==> config.mk <==
export PLATFORM = sky130hd
export DESIGN_NAME = rainbow_led_pattern_generator_unit_flat
export DESIGN_NICKNAME = d
export VERILOG_FILES = /design/src/sv/rlpg_pkg.sv /design/src/sv/rlpg_req_if.sv /design/src/sv/rlpg_pix_if.sv /design/src/sv/rainbow_led_pattern_generator_unit.sv /design/src/sv/rlpg_serial_mul.sv /design/src/sv/rlpg_serial_div.sv /design/src/sv/rlpg_hue_rgb.sv /design/src/flat_wrapper.sv
export SDC_FILE = /design/constraint.sdc
export NUM_CORES = 1
export LEC_CHECK = 0
export BUFFER_PORTS_ARGS = -buffer_cell sky130_fd_sc_hd__buf_4
export CORE_AREA = 2 2 167 169
export DETAILED_ROUTE_END_ITERATION = 16
export DIE_AREA = 0 0 169 171
export PLACE_DENSITY_LB_ADDON = 0.12
export SETUP_SLACK_MARGIN = 0.3
export SLEW_MARGIN = 20
export SYNTH_ARGS = -nofsm -noshare
export SYNTH_HDL_FRONTEND = slang
export SYNTH_HIERARCHICAL = 1
export SYNTH_SLANG_ARGS = --single-unit
==> constraint.sdc <==
create_clock -name clk -period 4.1 [get_ports clk]
set_input_delay 0.82 -clock clk [delete_from_list [all_inputs] [get_ports clk]]
set_output_delay 0.82 -clock clk [all_outputs]
set_load 0.05 [all_outputs]
==> src/sv/rlpg_pkg.sv <==
`default_nettype none
package rlpg_pkg;

  localparam int DT_W       = 16;
  localparam int PHASE_W    = 16;
  localparam int SPEED_W    = 16;
  localparam int SPAN_W     = 7;
  localparam int COUNT_W    = 7;
  localparam int IDX_W      = 6;
  localparam int CH_W       = 8;
  localparam int CFG_IDX_W  = 2;
  localparam int CFG_DATA_W = 16;
  localparam int FRAC_SHIFT = 12;
  localparam int PROD_W     = DT_W + SPEED_W;
  localparam int STEP_CNT_W = 4;

  localparam logic [SPEED_W-1:0] SPEED_RESET = 16'd4096;

  localparam logic FUNC_TICK   = 1'b0;
  localparam logic FUNC_RENDER = 1'b1;

  typedef enum logic [CFG_IDX_W-1:0] {
    CFG_ENABLE      = 2'd0,
    CFG_HUE_SPAN    = 2'd1,
    CFG_PIXEL_COUNT = 2'd2,
    CFG_SPIN_RATE   = 2'd3
  } cfg_reg_t;

  typedef struct packed {
    logic [CH_W-1:0] red;
    logic [CH_W-1:0] green;
    logic [CH_W-1:0] blue;
  } rgb_t;

endpackage
`default_nettype wire

==> src/sv/rlpg_req_if.sv <==
`default_nettype none
interface rlpg_req_if;
  logic                       valid;
  logic                       ready;
  logic                       func;
  logic [rlpg_pkg::DT_W-1:0]  dt;

  modport source (output valid, output func, output dt, input ready);
  modport sink (input valid, input func, input dt, output ready);
endinterface
`default_nettype wire

==> src/sv/rlpg_pix_if.sv <==
`default_nettype none
interface rlpg_pix_if;
  logic                       valid;
  logic                       ready;
  logic [rlpg_pkg::IDX_W-1:0] pixel_index;
  logic [rlpg_pkg::CH_W-1:0]  red;
  logic [rlpg_pkg::CH_W-1:0]  green;
  logic [rlpg_pkg::CH_W-1:0]  blue;
  logic                       last;

  modport source (output valid, output pixel_index, output red, output green, output blue,
                  output last, input ready);
  modport sink (input valid, input pixel_index, input red, input green, input blue,
                input last, output ready);
endinterface
`default_nettype wire

==> src/sv/rainbow_led_pattern_generator_unit.sv <==
// channel  role   payload                                   transaction
// req      sink   func, dt                                  valid & ready
// pix      source pixel_index, red, green, blue, last       valid & ready
// cfg      write  cfg_index, cfg_data                       cfg_we
//
// tick: one bit of dt per cycle through the serial multiplier
// render: each pixel goes through the 16-step serial divider
// req is taken only between items; a held pix stalls the next pixel
// rst is synchronous: phase 0, registers to their defaults, pix empty
`default_nettype none
module rainbow_led_pattern_generator_unit #(
  parameter int MAX_PIXELS = 64
) (
  input  logic                             clk,
  input  logic                             rst,
  input  logic                             cfg_we,
  input  logic [rlpg_pkg::CFG_IDX_W-1:0]   cfg_index,
  input  logic [rlpg_pkg::CFG_DATA_W-1:0]  cfg_data,
  rlpg_req_if.sink                         req,
  rlpg_pix_if.source                       pix
);
  import rlpg_pkg::*;

  typedef enum logic [2:0] {
    S_IDLE,
    S_TICK,
    S_DIV,
    S_COLOR,
    S_EMIT
  } state_t;

  state_t               state;
  logic                 enable;
  logic [SPAN_W-1:0]    hue_span;
  logic [COUNT_W-1:0]   pixel_count;
  logic [SPEED_W-1:0]   spin_rate;
  logic [PHASE_W-1:0]   phase;
  logic [COUNT_W-1:0]   n;
  logic [COUNT_W-1:0]   n_next;
  logic [COUNT_W-1:0]   pix_i;
  logic [SPAN_W-1:0]    pos;
  logic                 mul_start;
  logic                 mul_done;
  logic [PHASE_W-1:0]   mul_result;
  logic                 div_start;
  logic                 div_done;
  logic [PHASE_W-1:0]   div_quo;
  logic                 hue_start;
  logic                 hue_valid;
  rgb_t                 hue_rgb;
  logic                 req_acc;
  logic                 is_last;
  logic                 pix_free;

  always_ff @(posedge clk) begin
    if (rst) begin
      enable      <= 1'b0;
      hue_span    <= '0;
      pixel_count <= '0;
      spin_rate   <= SPEED_RESET;
    end else if (cfg_we) begin
      case (cfg_reg_t'(cfg_index))
        CFG_ENABLE:      enable      <= cfg_data[0];
        CFG_HUE_SPAN:    hue_span    <= cfg_data[SPAN_W-1:0];
        CFG_PIXEL_COUNT: pixel_count <= cfg_data[COUNT_W-1:0];
        CFG_SPIN_RATE:   spin_rate   <= cfg_data[SPEED_W-1:0];
        default: ;
      endcase
    end
  end

  assign n_next    = (pixel_count > COUNT_W'(MAX_PIXELS)) ? COUNT_W'(MAX_PIXELS) : pixel_count;
  assign req.ready = (state == S_IDLE);
  assign req_acc   = req.valid && req.ready;
  assign is_last   = (pix_i + 1'b1) == n;
  assign pix_free  = !pix.valid || pix.ready;

  rlpg_serial_mul u_mul (
    .clk    (clk),
    .rst    (rst),
    .start  (mul_start),
    .a      (req.dt),
    .b      (spin_rate),
    .done   (mul_done),
    .result (mul_result)
  );

  rlpg_serial_div u_div (
    .clk      (clk),
    .rst      (rst),
    .start    (div_start),
    .dividend (pos),
    .divisor  (hue_span),
    .done     (div_done),
    .quotient (div_quo)
  );

  rlpg_hue_rgb u_hue (
    .clk    (clk),
    .rst    (rst),
    .start  (hue_start),
    .offset (div_quo),
    .phase  (phase),
    .valid  (hue_valid),
    .rgb    (hue_rgb)
  );

  // mul_start is combinational so the multiplier latches dt on accept
  assign mul_start = req_acc && (req.func == FUNC_TICK);

  always_ff @(posedge clk) begin
    if (rst) begin
      state     <= S_IDLE;
      phase     <= '0;
      div_start <= 1'b0;
      hue_start <= 1'b0;
      pix.valid <= 1'b0;
      pix_i     <= '0;
      pos       <= '0;
      n         <= '0;
    end else begin
      div_start <= (state == S_IDLE && req_acc && req.func == FUNC_RENDER && enable &&
                    hue_span != '0 && n_next != '0) ||
                   (state == S_EMIT && pix_free && !is_last);
      hue_start <= (state == S_DIV) && div_done;
      pix.valid <= (state == S_EMIT && pix_free) || (pix.valid && !pix.ready);
      case (state)
        S_IDLE: begin
          if (req_acc) begin
            if (req.func == FUNC_TICK) begin
              state <= S_TICK;
            end else if (enable && hue_span != '0 && n_next != '0) begin
              n     <= n_next;
              pix_i <= '0;
              pos   <= '0;
              state <= S_DIV;
            end
          end
        end
        S_TICK: begin
          if (mul_done) begin
            phase <= phase + mul_result;
            state <= S_IDLE;
          end
        end
        S_DIV: begin
          if (div_done) begin
            state <= S_COLOR;
          end
        end
        S_COLOR: begin
          if (hue_valid) begin
            state <= S_EMIT;
          end
        end
        S_EMIT: begin
          if (pix_free) begin
            pix.pixel_index <= pix_i[IDX_W-1:0];
            pix.red         <= hue_rgb.red;
            pix.green       <= hue_rgb.green;
            pix.blue        <= hue_rgb.blue;
            pix.last        <= is_last;
            if (is_last) begin
              state <= S_IDLE;
            end else begin
              pix_i <= pix_i + 1'b1;
              pos   <= ((pos + 1'b1) == hue_span) ? '0 : pos + 1'b1;
              state <= S_DIV;
            end
          end
        end
        default: state <= S_IDLE;
      endcase
    end
  end

  a_phase_only_on_tick: assert property (@(posedge clk) disable iff (rst)
    state != S_TICK |=> $stable(phase))
    else $error("phase changed outside a tick");

  a_div_done_in_div: assert property (@(posedge clk) disable iff (rst)
    div_done |-> state == S_DIV)
    else $error("divider finished outside the divide step");

  a_hue_valid_in_color: assert property (@(posedge clk) disable iff (rst)
    hue_valid |-> state == S_COLOR)
    else $error("color result arrived outside the color step");

  a_pix_from_emit: assert property (@(posedge clk) disable iff (rst)
    $rose(pix.valid) |-> $past(state) == S_EMIT && $past(pix_i) < $past(n))
    else $error("pixel presented outside an emit step or past the count");

endmodule
`default_nettype wire

==> src/sv/rlpg_serial_mul.sv <==
`default_nettype none
module rlpg_serial_mul (
  input  logic                          clk,
  input  logic                          rst,
  input  logic                          start,
  input  logic [rlpg_pkg::DT_W-1:0]     a,
  input  logic [rlpg_pkg::SPEED_W-1:0]  b,
  output logic                          done,
  output logic [rlpg_pkg::PHASE_W-1:0]  result
);
  import rlpg_pkg::*;

  logic                    busy;
  logic [STEP_CNT_W-1:0]   cnt;
  logic [PROD_W-1:0]       prod;
  logic [SPEED_W-1:0]      mcand;
  logic [SPEED_W:0]        sum;

  // one multiplier bit per cycle, partial sum in the upper half
  always_comb begin
    sum = {1'b0, prod[PROD_W-1:DT_W]} + (prod[0] ? {1'b0, mcand} : '0);
  end

  always_ff @(posedge clk) begin
    if (rst) begin
      busy <= 1'b0;
      done <= 1'b0;
      cnt  <= '0;
    end else begin
      done <= !start && busy && (cnt == STEP_CNT_W'(DT_W - 1));
      if (start) begin
        busy  <= 1'b1;
        cnt   <= '0;
        prod  <= {{SPEED_W{1'b0}}, a};
        mcand <= b;
      end else if (busy) begin
        prod <= {sum, prod[DT_W-1:1]};
        cnt  <= cnt + 1'b1;
        if (cnt == STEP_CNT_W'(DT_W - 1)) begin
          busy <= 1'b0;
        end
      end
    end
  end

  assign result = prod[FRAC_SHIFT +: PHASE_W];
endmodule
`default_nettype wire

==> src/sv/rlpg_serial_div.sv <==
`default_nettype none
module rlpg_serial_div (
  input  logic                          clk,
  input  logic                          rst,
  input  logic                          start,
  input  logic [rlpg_pkg::SPAN_W-1:0]   dividend,
  input  logic [rlpg_pkg::SPAN_W-1:0]   divisor,
  output logic                          done,
  output logic [rlpg_pkg::PHASE_W-1:0]  quotient
);
  import rlpg_pkg::*;

  logic                    busy;
  logic [STEP_CNT_W-1:0]   cnt;
  logic [SPAN_W-1:0]       rem;
  logic [SPAN_W-1:0]       dsor;
  logic [PHASE_W-1:0]      quo;
  logic [SPAN_W:0]         trial;
  logic [SPAN_W:0]         diff;
  logic                    fits;

  // restoring division of dividend * 2^16, one quotient bit per cycle
  always_comb begin
    trial = {rem, 1'b0};
    diff  = trial - {1'b0, dsor};
    fits  = trial >= {1'b0, dsor};
  end

  always_ff @(posedge clk) begin
    if (rst) begin
      busy <= 1'b0;
      done <= 1'b0;
      cnt  <= '0;
    end else begin
      done <= !start && busy && (cnt == STEP_CNT_W'(PHASE_W - 1));
      if (start) begin
        busy <= 1'b1;
        cnt  <= '0;
        rem  <= dividend;
        dsor <= divisor;
        quo  <= '0;
      end else if (busy) begin
        rem <= fits ? diff[SPAN_W-1:0] : trial[SPAN_W-1:0];
        quo <= {quo[PHASE_W-2:0], fits};
        cnt <= cnt + 1'b1;
        if (cnt == STEP_CNT_W'(PHASE_W - 1)) begin
          busy <= 1'b0;
        end
      end
    end
  end

  assign quotient = quo;
endmodule
`default_nettype wire

==> src/sv/rlpg_hue_rgb.sv <==
`default_nettype none
module rlpg_hue_rgb (
  input  logic                          clk,
  input  logic                          rst,
  input  logic                          start,
  input  logic [rlpg_pkg::PHASE_W-1:0]  offset,
  input  logic [rlpg_pkg::PHASE_W-1:0]  phase,
  output logic                          valid,
  output rlpg_pkg::rgb_t                rgb
);
  import rlpg_pkg::*;

  localparam logic [2:0] SEC_RED_GREEN_UP  = 3'd0;
  localparam logic [2:0] SEC_RED_DOWN      = 3'd1;
  localparam logic [2:0] SEC_BLUE_UP       = 3'd2;
  localparam logic [2:0] SEC_GREEN_DOWN    = 3'd3;
  localparam logic [2:0] SEC_RED_UP        = 3'd4;

  localparam int RAMP_W  = PHASE_W + 1;
  localparam int SCALE_W = RAMP_W + CH_W;

  logic [PHASE_W-1:0]  hue;
  logic [PHASE_W+2:0]  s6;
  logic [RAMP_W-1:0]   ramp_next;
  logic                stage1;
  logic [2:0]          sector;
  logic [RAMP_W-1:0]   ramp;
  logic [SCALE_W-1:0]  scaled;
  logic [CH_W-1:0]     x;
  rgb_t                rgb_next;

  always_comb begin
    hue       = offset + phase;
    s6        = (PHASE_W + 3)'({hue, 2'b00}) + (PHASE_W + 3)'({hue, 1'b0});
    ramp_next = s6[PHASE_W] ? (RAMP_W'(1) << PHASE_W) - {1'b0, s6[PHASE_W-1:0]}
                            : {1'b0, s6[PHASE_W-1:0]};
  end

  // ramp * 255 >> 16
  always_comb begin
    scaled = {ramp, {CH_W{1'b0}}} - SCALE_W'(ramp);
    x      = scaled[PHASE_W +: CH_W];
    case (sector)
      SEC_RED_GREEN_UP: rgb_next = '{red: '1, green: x,  blue: '0};
      SEC_RED_DOWN:     rgb_next = '{red: x,  green: '1, blue: '0};
      SEC_BLUE_UP:      rgb_next = '{red: '0, green: '1, blue: x};
      SEC_GREEN_DOWN:   rgb_next = '{red: '0, green: x,  blue: '1};
      SEC_RED_UP:       rgb_next = '{red: x,  green: '0, blue: '1};
      default:          rgb_next = '{red: '1, green: '0, blue: x};
    endcase
  end

  always_ff @(posedge clk) begin
    if (rst) begin
      stage1 <= 1'b0;
      valid  <= 1'b0;
    end else begin
      stage1 <= start;
      valid  <= stage1;
      if (start) begin
        sector <= s6[PHASE_W+2:PHASE_W];
        ramp   <= ramp_next;
      end
      if (stage1) begin
        rgb <= rgb_next;
      end
    end
  end
endmodule
`default_nettype wire

==> src/flat_wrapper.sv <==
// flat-port wrapper written by rule: the top's interface ports become plain ports
module rainbow_led_pattern_generator_unit_flat import rlpg_pkg::*;
#(
  parameter int MAX_PIXELS = 64
)
  (clk, rst, cfg_we, cfg_index, cfg_data, req_valid, req_func, req_dt, req_ready, pix_valid, pix_pixel_index, pix_red, pix_green, pix_blue, pix_last, pix_ready);
  rlpg_req_if req_i ();
  rlpg_pix_if pix_i ();
  input  logic clk;
  input  logic rst;
  input  logic cfg_we;
  input  logic [rlpg_pkg::CFG_IDX_W-1:0] cfg_index;
  input  logic [rlpg_pkg::CFG_DATA_W-1:0] cfg_data;
  input wire logic [$bits(req_i.valid)-1:0] req_valid;
  input wire logic [$bits(req_i.func)-1:0] req_func;
  input wire logic [$bits(req_i.dt)-1:0] req_dt;
  output wire logic [$bits(req_i.ready)-1:0] req_ready;
  output wire logic [$bits(pix_i.valid)-1:0] pix_valid;
  output wire logic [$bits(pix_i.pixel_index)-1:0] pix_pixel_index;
  output wire logic [$bits(pix_i.red)-1:0] pix_red;
  output wire logic [$bits(pix_i.green)-1:0] pix_green;
  output wire logic [$bits(pix_i.blue)-1:0] pix_blue;
  output wire logic [$bits(pix_i.last)-1:0] pix_last;
  input wire logic [$bits(pix_i.ready)-1:0] pix_ready;
  assign req_i.valid = req_valid;
  assign req_i.func = req_func;
  assign req_i.dt = req_dt;
  assign req_ready = req_i.ready;
  assign pix_valid = pix_i.valid;
  assign pix_pixel_index = pix_i.pixel_index;
  assign pix_red = pix_i.red;
  assign pix_green = pix_i.green;
  assign pix_blue = pix_i.blue;
  assign pix_last = pix_i.last;
  assign pix_i.ready = pix_ready;
  rainbow_led_pattern_generator_unit #(.MAX_PIXELS(MAX_PIXELS)) u_core (.clk(clk), .rst(rst), .cfg_we(cfg_we), .cfg_index(cfg_index), .cfg_data(cfg_data), .req(req_i), .pix(pix_i));
endmodule
==> results of run 1 <==
## placed cells by master, fill, tap and decap left out, types with 5 or more instances in the layout
cell type | Yosys | routed
o21ai_0 | 40 | 34
ha_1 | 81 | 76
nand4_1 | 12 | 12
xnor2_1 | 52 | 48
nor3_1 | 30 | 27
mux2_2 | 21 | 21
nand2b_1 | 14 | 14
nor2_2 | 1 | 6
o221ai_1 | 5 | 5
nand3b_1 | 6 | 6
or3_1 | 9 | 8
edfxtp_1 | 152 | 152
buf_4 | 18 | 114
nor2_4 | 0 | 8
a21oi_1 | 92 | 87
a31oi_1 | 7 | 6
o21bai_1 | 7 | 6
xor2_1 | 29 | 27
a211oi_1 | 15 | 13
or2_2 | 5 | 5
clkbuf_16 | 0 | 29
o22ai_1 | 6 | 5
a21o_1 | 29 | 29
nand2_1 | 99 | 98
nand3_1 | 35 | 35
nor3b_1 | 14 | 14
o21a_1 | 18 | 18
and3_1 | 13 | 12
o21ai_1 | 0 | 5
nor2_1 | 111 | 98
nor4_1 | 13 | 12
mux2i_1 | 21 | 21
inv_1 | 50 | 48
dfxtp_1 | 88 | 88
o31ai_1 | 8 | 7
nor2b_1 | 39 | 35
and2_1 | 18 | 18
## power by group through the flow
stage	clock network [mW]	logic [mW]	registers [mW]
final	2.39	0.418	2.64
after global routing	2.54	0.464	2.64
after CTS	2.45	0.394	2.64
after detailed placement	0	0.389	2.69
after global placement	0	0.383	2.69
after floorplan	0	0.293	2.68
## timing repair
action,in CTS,in global routing
endpoints found under the setup margin,18,18
setup buffers,2,8
cloned,0,2
pin swaps,3,29
gates resized for setup,15,49
hold buffers,0,0
## through the flow
step / hold WS (ns) / utilization [%]
3_3_place_gp: 0.404 / 52.4
5_1_grt: 0.421 / 57.3
6_report: 0.417 / 57.3
2_1_floorplan: 0.400 / -
4_1_cts: 0.418 / 56.0
3_5_place_dp: 0.405 / 52.4
## logic make-up after synthesis
| group | share of synthesized area (%) |
|---|---|
| fa+ha+maj | 8.34 |
| xor+xnor | 5.31 |
| compound gates | 15.0 |
| buf+inv | 3.81 |
| mux | 3.51 |
| flops | 47.4 |
| simple gates | 16.7 |
## critical path, cell delays in order, from the launching register on
cell	delay [ns]
edfxtp_1	0.42
ha_4	0.19
fa_2	0.35
a211oi_2	0.23
or3_4	0.19
a31oi_4	0.08
o21ai_1	0.13
nand2b_1	0.08
a21o_1	0.15
a21o_1	0.19
a21o_1	0.15
a21o_1	0.18
xor2_2	0.17
ha_1	0.33
inv_2	0.10
nor3_2	0.05
a31oi_1	0.15
o21ai_1	0.13
a311oi_4	0.27
buf_6	0.17
clkbuf_16	0.17
nor2_4	0.04
xnor2_1	0.13
## routing by layer
| metal | share of wire (%) | wire [um] | vias up | global-route usage [%] |
|---|---|---|---|---|
| li1 | - | - | 4897 | - |
| met1 | 45 | 12600 | 4643 | 24.5 |
| met2 | 49 | 13800 | 187 | 33.1 |
| met3 | 3.6 | 1020 | 53 | 2.54 |
| met4 | 2.6 | 731 | 0 | 5.09 |
| met5 | 0 | 0 | - | 0 |
## final timing paths
check | endpoint | slack, ns | start | cells after the start
min reg2reg | u_core/pix.blue[1] | 0.42 | u_core/u_hue/rgb[1] | 0
min | u_core/pix.blue[1] | 0.42 | u_core/u_hue/rgb[1] | 0
max | u_core/u_hue/ramp[9] | -0.20 | u_core/u_div/quotient[0] | 22
max reg2reg | u_core/u_hue/ramp[9] | -0.20 | u_core/u_div/quotient[0] | 22
## cell usage after synthesis (13+ instances only)
| master | n |
|---|---|
| nor4_1 | 13 |
| buf_4 | 18 |
| nor3b_1 | 14 |
| xor2_1 | 29 |
| nand3_1 | 35 |
| nor2_1 | 111 |
| mux2_2 | 21 |
| nand2b_1 | 14 |
| xnor2_1 | 52 |
| nand2_1 | 99 |
| a21o_1 | 29 |
| nor3_1 | 30 |
| a21oi_1 | 92 |
| ha_1 | 81 |
| o21a_1 | 18 |
| o21ai_0 | 40 |
| a211oi_1 | 15 |
| and3_1 | 13 |
| inv_1 | 50 |
| dfxtp_1 | 88 |
| mux2i_1 | 21 |
| and2_1 | 18 |
| clkbuf_1 | 29 |
| nor2b_1 | 39 |
| edfxtp_1 | 152 |
## layout make-up
cell class,instances,area share (%)
Inverter,50,1.20
Multi-Input combinational cell,941,43.9
Timing Repair Buffer,119,6.06
Tap cell,346,2.77
Clock buffer,34,4.74
Sequential cell,240,40.4
Clock inverter,13,0.935
## flip-flops by register name (all words and copies together), names as in the netlist, 4 cells and up
register                cells
u_core/u_mul/cnt            4
u_core/pos                  7
u_core/hue_span             7
u_core/u_mul/mcand         16
u_core/pix.pixel_index      6
u_core/pix_i                7
u_core/n                    7
u_core/u_hue/rgb           24
u_core/pixel_count          7
u_core/u_div/cnt            4
u_core/u_div/dsor           7
u_core/u_div/quotient      16
u_core/pix.blue             8
u_core/pix.green            8
u_core/u_div/rem            7
u_core/u_mul/prod          32
u_core/phase               16
u_core/u_hue/ramp          16
u_core/spin_rate           16
u_core/pix.red              8
==> metrics.md, run 1 <==
| Metric | Value |
|---|---|
| Critical path peak fanout | `8` |
| Net Switching | `approximately 1.2 mW` |
| Detailed placement HPWL | `20000 um` |
| DR vias | `9780` |
| Die X-Extent | `169 um` |
| Switching Fraction | `21.8%` |
| YS warnings | `6` |
| CTS tree | `yes` |
| CTS Root Cell | `clkbuf_16` |
| Share of cells above drive strength 1 | `about a fifth` |
| Vias per cell | `5.61` |
| DRT iter0 DRCs | `475` |
| Final instance area | `15700 um^2` |
| Post-route setup slack | `-0.196 ns` |
| Final hold vios | `0` |
| Max-Cap Viols | `0` |
| Inst Count DP | `between 1500 and 2000` |
| Setup tns final | `-2.54 ns` |
| Worst Hold Class | `reg -> reg` |
| Fmax | `0.233 GHz` |
| Sequential share of the synthesized area | `approximately 47%` |
| Fin cells | `about 1700` |
| Outcome | `complete, but fails checks` |
| Starting Density | `48.9%` |
| Clock network power share | `43.8%` |
| EDFF count, synth | `152` |
| Drc violations | `0` |
| Die area | `about 29000 um^2` |
| Fin crit share | `105%` |
| Gpl congestion | `0.837` |
| Count of final setup violators | `16` |
| Bufs on Longest Clock Path | `3` |
| RSZ-0062 raised after global routing | `yes` |
| #FFs+latches synth | `between 200 and 250` |
| Least-Margin Pin Slew | `1.01 ns` |
| Router iterations before antenna repair | `5` |
| CP Launch Type | `flip-flop` |
| Leak Pwr | `just over 6 nW` |
| Period minus WS final | `4.30 ns` |
| Port buffer count | `approximately 70` |
| WL/cell | `16.1 um` |
| Worst Setup Slack post-DPL | `-0.198 ns` |
| Worst-Skew Late Latency | `~0.52 ns` |
| Peak supply drop | `0.284 mV` |
| Sequential fraction of design power | `48.5%` |
| Fill cell count | `around 2300` |
| # IOs | `73` |
| P&R area growth vs syn | `17.3%` |
| CP arrival | `~4.6 ns` |
| Vias in the first global route | `~9000` |
| Synth top area share | `34.2%` |
| GRT Util Overall | `approximately a fifth` |
| Syn Inst Count | `1289` |
| Crit path kind | `reg -> reg` |
| Post-synth cell types | `84` |
| Crit end category | `flip-flop` |
| FF/Latch Area | `6330 um^2` |
| Largest cells by area after synthesis | `edfxtp_1, dfxtp_1, ha_1, a21oi_1, xnor2_1` |
| Final WL | `28100 um` |
| Cell Rows | `61` |
| Global-route wire length before repair | `44500 um` |
| Cell Area, Placed | `between 10000 and 15000 um^2` |
| Ys async rst share | `0%` |
| Core area | `27300 um^2` |
| Num CTS Buffers | `26` |
| Layout Skew | `0.0140 ns` |
| Global route total overflow | `0` |
| Multi-input logic area | `6870 um^2` |
| Cell Area, Synth | `roughly 13000 um^2` |
| Final ANT Viol Nets | `0` |
| Post-synthesis net count | `roughly 1400` |
| Pins Over Slew Limit | `0` |
| Final nets | `1504` |
| Worst rel slew slack | `32.7%` |
| Initial antenna violation count | `0` |
| Largest net degree at the start of global routing | `42` |
| Clock tree sinks | `240` |
| H-tree Lvls | `1` |
| Critical path required time | `4.36 ns` |
| Clock-pin slew on the worst setup and hold paths | `~0.06 ns` |
| Internal | `4.26 mW` |
| Failing checks | `setup timing` |
| Tot Pwr | `5.45 mW` |
| Die Height | `~170 um` |
| Syn avg cell area | `10.4 um^2` |
| Dominant synthesized flop cell | `edfxtp_1` |
| Largest area contributor in the netlist | `edfxtp_1` |
| Power Dens Cells | `348 nW/um^2` |
| Comb pwr share | `just under 8%` |
| N_diodes | `0` |
(Power assumes the default switching activity.)
==> inputs of run 2 (changes only) <==
Clock period 4.1 ns to 4.56 ns, I/O delays scaled along.
==> run 2 against run 1 <==
The run now ends clean. Core utilization is 1.0 points lower. First-iteration DRC count shrank 8.4%. Clock power decreased by 12%. Final cell count is 1.3% lower. Maximum frequency is 2.0% higher. Critical path depth decreased by 3. Hold slack is essentially flat. Via count fell by 1.8%. Largest power group unchanged.
==> metrics.md, run 2 (synthesized netlist as in run 1, its figures left out) <==
| Metric | Value |
|---|---|
| Critical path peak fanout | `8` |
| Reg2Reg Launch Point | `u_core/u_div/quotient[0]` |
| Global route total overflow | `0` |
| Worst r2r dst | `u_core/u_hue/ramp[14]` |
| Period minus WS final | `4.21 ns` |
| Worst rel slew slack | `about a third` |
| Cell Rows | `slightly above 60` |
| Initial antenna violation count | `0` |
| WL/cell | `16.5 um` |
| Share of cells above drive strength 1 | `16.7%` |
| Crit path kind | `reg -> reg` |
| Hold buffer count at CTS | `0` |
| Count of final setup violators | `0` |
| Most common cell after layout, fill and taps aside | `edfxtp_1` |
| Final ANT Viol Nets | `0` |
| Pins Over Slew Limit | `0` |
| DR vias | `9604` |
| RSZ-0062 raised after global routing | `yes` |
| Layout Skew | `0.00810 ns` |
| Final nets | `about 1500` |
| H-tree Lvls | `1` |
| Crit end category | `flip-flop` |
| P&R area growth vs syn | `15.1%` |
| Leak Pwr | `approximately 6 nW` |
| Die Height | `171 um` |
| Worst-Skew Late Latency | `0.54 ns` |
| CP arrival | `roughly 4.5 ns` |
| Gpl congestion | `0.853` |
| Metal2 WL | `14100 um` |
| CP Launch Type | `flip-flop` |
| Peak supply drop | `0.239 mV` |
| Router iterations before antenna repair | `5` |
| Num CTS Buffers | `27` |
| Fill cell count | `2398` |
| Crit. Startpoint | `u_core/u_div/quotient[0]` |
| Most common cell on crit path | `nor2_1` |
| Drc violations | `0` |
| Uppermost layer routed | `met4` |
| Starting Density | `between 40% and 50%` |
| N_diodes | `0` |
| Inst Count DP | `1660` |
| Core area | `around 27000 um^2` |
| Routed length on met3 | `890 um` |
| Detailed placement HPWL | `20400 um` |
| Setup tns final | `0 ns` |
| Critical path required time | `4.84 ns` |
| CTS Root Cell | `clkbuf_16` |
| Hold Crit Start | `u_core/u_hue/rgb[2]` |
| R2R depth | `19` |
| Outcome | `complete, no violations` |
| Final WL | `around 28000 um` |
| Crit-path slowest cell | `edfxtp_1` |
| Clock-pin slew on the worst setup and hold paths | `0.06 ns` |
| Global-route wire length before repair | `approximately 46000 um` |
| CTS tree | `yes` |
| Clock tree sinks | `240` |
| Largest register FFs | `32` |
| Fmax | `0.237 GHz` |
| Fin crit share | `a little over 90%` |
| Final hold vios | `0` |
| Largest net degree at the start of global routing | `44` |
| Registers with the most flip-flops | `u_core/u_mul/prod (32), u_core/u_hue/rgb (24)` |
| Port buffer count | `72` |
| GRT Util Overall | `19.6%` |
| Fin cells | `1720` |
| DRT iter0 DRCs | `approximately 440` |
| Bufs on Longest Clock Path | `3` |
| CP max stage delay | `0.38 ns` |
| Crit-path cells | `ha_2 -> fa_2 -> a211oi_2 -> nor2_1 -> o21ai_0 -> nor2b_1 -> xnor2_1 -> ha_1 -> o21a_1 -> nor2_1 -> a21oi_1 -> o211a_1 -> o2111ai_2 -> nand2_1 -> a311oi_4 -> buf_6 -> buf_12 -> a31oi_2 -> xor2_1` |
| Die area | `28900 um^2` |
| Vias per cell | `~5.6` |
| Max-Cap Viols | `0` |
| Most frequent cells in the layout | `edfxtp_1, nor2_1, nand2_1, buf_4` |
| Power Dens Cells | `315 nW/um^2` |
| Worst Hold Class | `reg -> reg` |
| Vias in the first global route | `just over 9000` |
| Top reg by flops | `u_core/u_mul/prod` |
| Least-Margin Pin Slew | `0.996 ns` |
| Routed met1 length | `12800 um` |
| # IOs | `73` |
| CP endpoint | `u_core/u_hue/ramp[14]` |
| Die X-Extent | `169 um` |
| R2R Setup Slk | `0.35 ns` |
run 2: repair_timing:
item / in CTS / in global routing
setup buffers: 8 / 1
gates resized for setup: 13 / 39
endpoints found under the setup margin: 16 / 17
cloned: 1 / 0
pin swaps: 12 / 14
run 2: per-stage QoR:
stage | area [um^2] | hold slack, ns | total power, mW | utilization (%) | setup slack (ns)
floorplan | 13400 | 0.400 | 2.67 | - | 0.313
global placement | 14100 | 0.402 | 2.76 | 51.7 | 0.0974
detailed placement | 14100 | 0.405 | 2.77 | 51.7 | 0.0590
CTS | 15100 | 0.418 | 4.89 | 55.4 | 0.312
global route | 15400 | 0.424 | 5.03 | 56.2 | 0.127
finish | 15400 | 0.417 | 4.84 | 56.2 | 0.348
run 2: final cells by class:
cell class	count	area [um^2]	area share (%)
Multi-Input combinational cell	941	6810	44.3
Inverter	50	190	1.24
Sequential cell	240	6330	41.2
Clock buffer	37	763	4.97
Clock inverter	13	103	0.668
Timing Repair Buffer	93	738	4.80
Tap cell	346	433	2.82
run 2: power breakdown:
group	total, mW	switching [mW]	internal (mW)
Clock	2.10	0.869	1.23
Sequential	2.37	0.0275	2.35
Combinational	0.365	0.202	0.163
Total	4.84	1.10	3.74
run 2: worst max-delay path: cells and delay by family, from the launching register on:
family	cells	cell delay (ns)
DFF	1	0.38
AOI/OAI and AO/OA	8	1.43
and+or+nand+nor	4	0.66
buffers and inverters	2	0.28
xor gates and xnor gates	2	0.35
adders and majority gates	3	0.86
run 2: routing by layer:
metal  up-vias  GRT usage [%]
met1      4548           25.2
li1       4859              -
met4         0           5.09
met2       156           35.0
met5         -              0
met3        41           2.54
run 2: worst min-delay path by stage:
stage	cells past startpoint	end	slack (ns)
after floorplan	0	u_core/pix.blue[0]	0.40
after global placement	0	u_core/pix.blue[0]	0.40
after detailed placement	0	u_core/pix.blue[2]	0.40
after CTS	0	u_core/pix.red[1]	0.42
after global routing	0	u_core/pix.blue[4]	0.42
final	0	u_core/pix.blue[2]	0.42
==> inputs of run 3 (changes only) <==
Settings changed: GPL_ROUTABILITY_DRIVEN set to 0, REMOVE_ABC_BUFFERS set to 1.
==> run 3 against run 2 <==
Final cell count rose by 0.17%. Sequential power hardly changed. Core utilization down 0.17 points. Hold slack better by 0.0011 ns. Die area did not move. Critical path depth is 2 higher. Via count fell by 0.85%. Clock power rose by 3%. Cell area decreased by 0.30%. Maximum frequency is 0.37% lower. Non-clock buffer count is 5 higher. Critical endpoint is now u_core/u_hue/ramp[7].
==> metrics.md, run 3 (synthesized netlist as in run 1, its figures left out) <==
| Metric | Value |
|---|---|
| # IOs | `73` |
| Largest net degree at the start of global routing | `46` |
| M2 GR Usage | `32.0%` |
| Peak supply drop | `0.243 mV` |
| FF/Latch Area | `6330 um^2` |
| Die Height | `around 170 um` |
| Initial antenna violation count | `0` |
| Worst Setup Slack post-DPL | `-0.0130 ns` |
| CP Launch Type | `flip-flop` |
| Bufs on Longest Clock Path | `3` |
| Most common cell on crit path | `a21o_1` |
| Finished Core Util | `56.1%` |
| Reg2Reg Launch Point | `u_core/u_div/quotient[0]` |
| Most frequent cells in the layout | `edfxtp_1, nor2_1, nand2_1, buf_4, a21oi_1` |
| Crit path kind | `reg -> reg` |
| M3 GR Usage | `2.57%` |
| Vias in the first global route | `9103` |
| Hold Crit Start | `u_core/u_hue/rgb[11]` |
| Final instance area | `15300 um^2` |
| Worst-Skew Late Latency | `0.56 ns` |
| Multi-input logic area | `6700 um^2` |
| CTS tree | `yes` |
| Power Dens Cells | `roughly 320 nW/um^2` |
| Crit-path slowest cell | `edfxtp_1` |
| CTS Root Cell | `clkbuf_16` |
| Router iterations before antenna repair | `4` |
| Period minus WS final | `4.23 ns` |
| GRT Util Overall | `a little under a fifth` |
| Crit-path cells | `ha_2 -> fa_2 -> a211oi_4 -> or3_4 -> a31oi_4 -> o21ai_2 -> nand2b_1 -> a21o_1 -> a21o_1 -> a21o_1 -> a21o_1 -> xor2_2 -> ha_1 -> inv_2 -> nor3_1 -> and3_1 -> a311oi_4 -> buf_12 -> buf_8 -> nand2b_4 -> xnor2_2` |
| RSZ-0062 raised after global routing | `yes` |
| Global-route wire length before repair | `44300 um` |
| Pins Over Slew Limit | `0` |
| Least-Margin Pin Slew | `0.922 ns` |
| Crit end category | `flip-flop` |
| H-tree Lvls | `1` |
| Worst Hold Class | `reg -> reg` |
| Critical path peak fanout | `7` |
| Worst r2r dst | `u_core/u_hue/ramp[7]` |
| Tot Pwr | `4.89 mW` |
| Final hold vios | `0` |
| Final WL | `27200 um` |
| Post-route setup slack | `0.332 ns` |
| Fin crit share | `92.7%` |
| Die area | `approximately 29000 um^2` |
| Count of final setup violators | `0` |
| Core area | `27300 um^2` |
| Share of cells above drive strength 1 | `16.0%` |
| Final nets | `1483` |
| Clock-pin slew on the worst setup and hold paths | `0.06 ns` |
| Critical path required time | `just under 5 ns` |
| Vias per cell | `5.53` |
| M1 GR Usage | `between 20% and 30%` |
| WHS Path Cells | `0` |
| P&R area growth vs syn | `14.8%` |
| Port buffer count | `72` |
| Hold buffer count at CTS | `0` |
| N_diodes | `0` |
| Layout Skew | `0.0416 ns` |
| Leak Pwr | `5.99 nW` |
| Fill cell count | `~2400` |
| Worst rel slew slack | `approximately two fifths` |
| Most common cell after layout, fill and taps aside | `edfxtp_1` |
| Final ANT Viol Nets | `0` |
| DR vias | `9522` |
| Drc violations | `0` |
| WL/cell | `about 16 um` |
| R2R Setup Slk | `between 0.3 and 0.4 ns` |
| Gr busiest metal | `met2` |
| Starting Density | `48.9%` |
| Global route total overflow | `0` |
| Largest register FFs | `32` |
| DRT iter0 DRCs | `approximately 490` |
| Detailed placement HPWL | `slightly below 20000 um` |
| Cell Area, Placed | `about 14000 um^2` |
| Outcome | `complete, no violations` |
| Max-Cap Viols | `0` |
| Clock tree sinks | `240` |
| Registers with the most flip-flops | `u_core/u_mul/prod (32), u_core/u_hue/rgb (24)` |
| Fmax | `0.237 GHz` |
| Top reg by flops | `u_core/u_mul/prod` |
| R2R depth | `21` |
| CP max stage delay | `about 0.38 ns` |
| CP arrival | `4.53 ns` |
| Num CTS Buffers | `26` |
| Cell Rows | `61` |
| Die X-Extent | `169 um` |
| Worst hold endpoint | `u_core/pix.green[3]` |
-- run 3: cell types whose count changed in the layout (fill, tap and decap cells not counted), sizes merged --
cell	delta
clkbuf	-1
buf	+5
bufinv	+1
clkinv	-2
clkinvlp	+2
inv	-2
-- run 3: how the worst max path moves through the flow --
stage | startpoint | slack, ns | end
finish | u_core/u_div/quotient[0] | 0.33 | u_core/u_hue/ramp[7]
floorplan | u_core/state[1] | -0.70 | u_core/u_mul/prod[0]
global route | u_core/u_div/quotient[0] | 0.15 | u_core/u_hue/ramp[7]
detailed placement | u_core/u_div/quotient[0] | -0.01 | u_core/u_hue/ramp[15]
CTS | u_core/u_div/quotient[0] | 0.26 | u_core/u_hue/ramp[2]
global placement | u_core/u_div/quotient[0] | 0.06 | u_core/u_hue/ramp[15]
-- run 3: per-stage QoR --
step	setup TNS (ns)	cells	hold WS (ns)
floorplan	-24.20	1231	0.400
global placement	0	1666	0.401
detailed placement	-0.0130	1666	0.405
CTS	0	1720	0.418
global route	0	1723	0.424
finish	0	1723	0.418
-- run 3: repair_timing --
item,4_1_cts,5_1_grt
resized for setup,16,24
buffers inserted,6,3
setup endpoints to repair,17,18
pin swaps,14,10
-- run 3: layout make-up --
| class | instances | area share (%) |
|---|---|---|
| Sequential cell | 240 | 41.3 |
| Timing Repair Buffer | 98 | 5.04 |
| Inverter | 50 | 1.23 |
| Tap cell | 346 | 2.83 |
| Multi-Input combinational cell | 941 | 43.7 |
| Clock buffer | 36 | 4.97 |
| Clock inverter | 12 | 0.939 |
-- run 3: power breakdown --
part / leakage [nW] / total, mW / internal [mW] / switching, mW
logic: 3.44 / 0.357 / 0.161 / 0.196
registers: 2.12 / 2.37 / 2.35 / 0.0249
clock network: 0.432 / 2.16 / 1.29 / 0.872
-- run 3: layer usage --
layer / wire (um) / vias to the layer above
met5: 0 / -
met4: 561 / 0
met3: 843 / 40
met2: 12800 / 126
met1: 12900 / 4499
li1: - / 4857
-- run 3: worst max-delay path, delay by kind of cell (launching register included) --
kind | cells | cell delay (ns)
simple gates | 5 | 0.66
flops | 1 | 0.38
fa+ha+maj | 3 | 0.91
compound gates | 8 | 1.45
xor+xnor | 2 | 0.22
buf+inv | 3 | 0.37
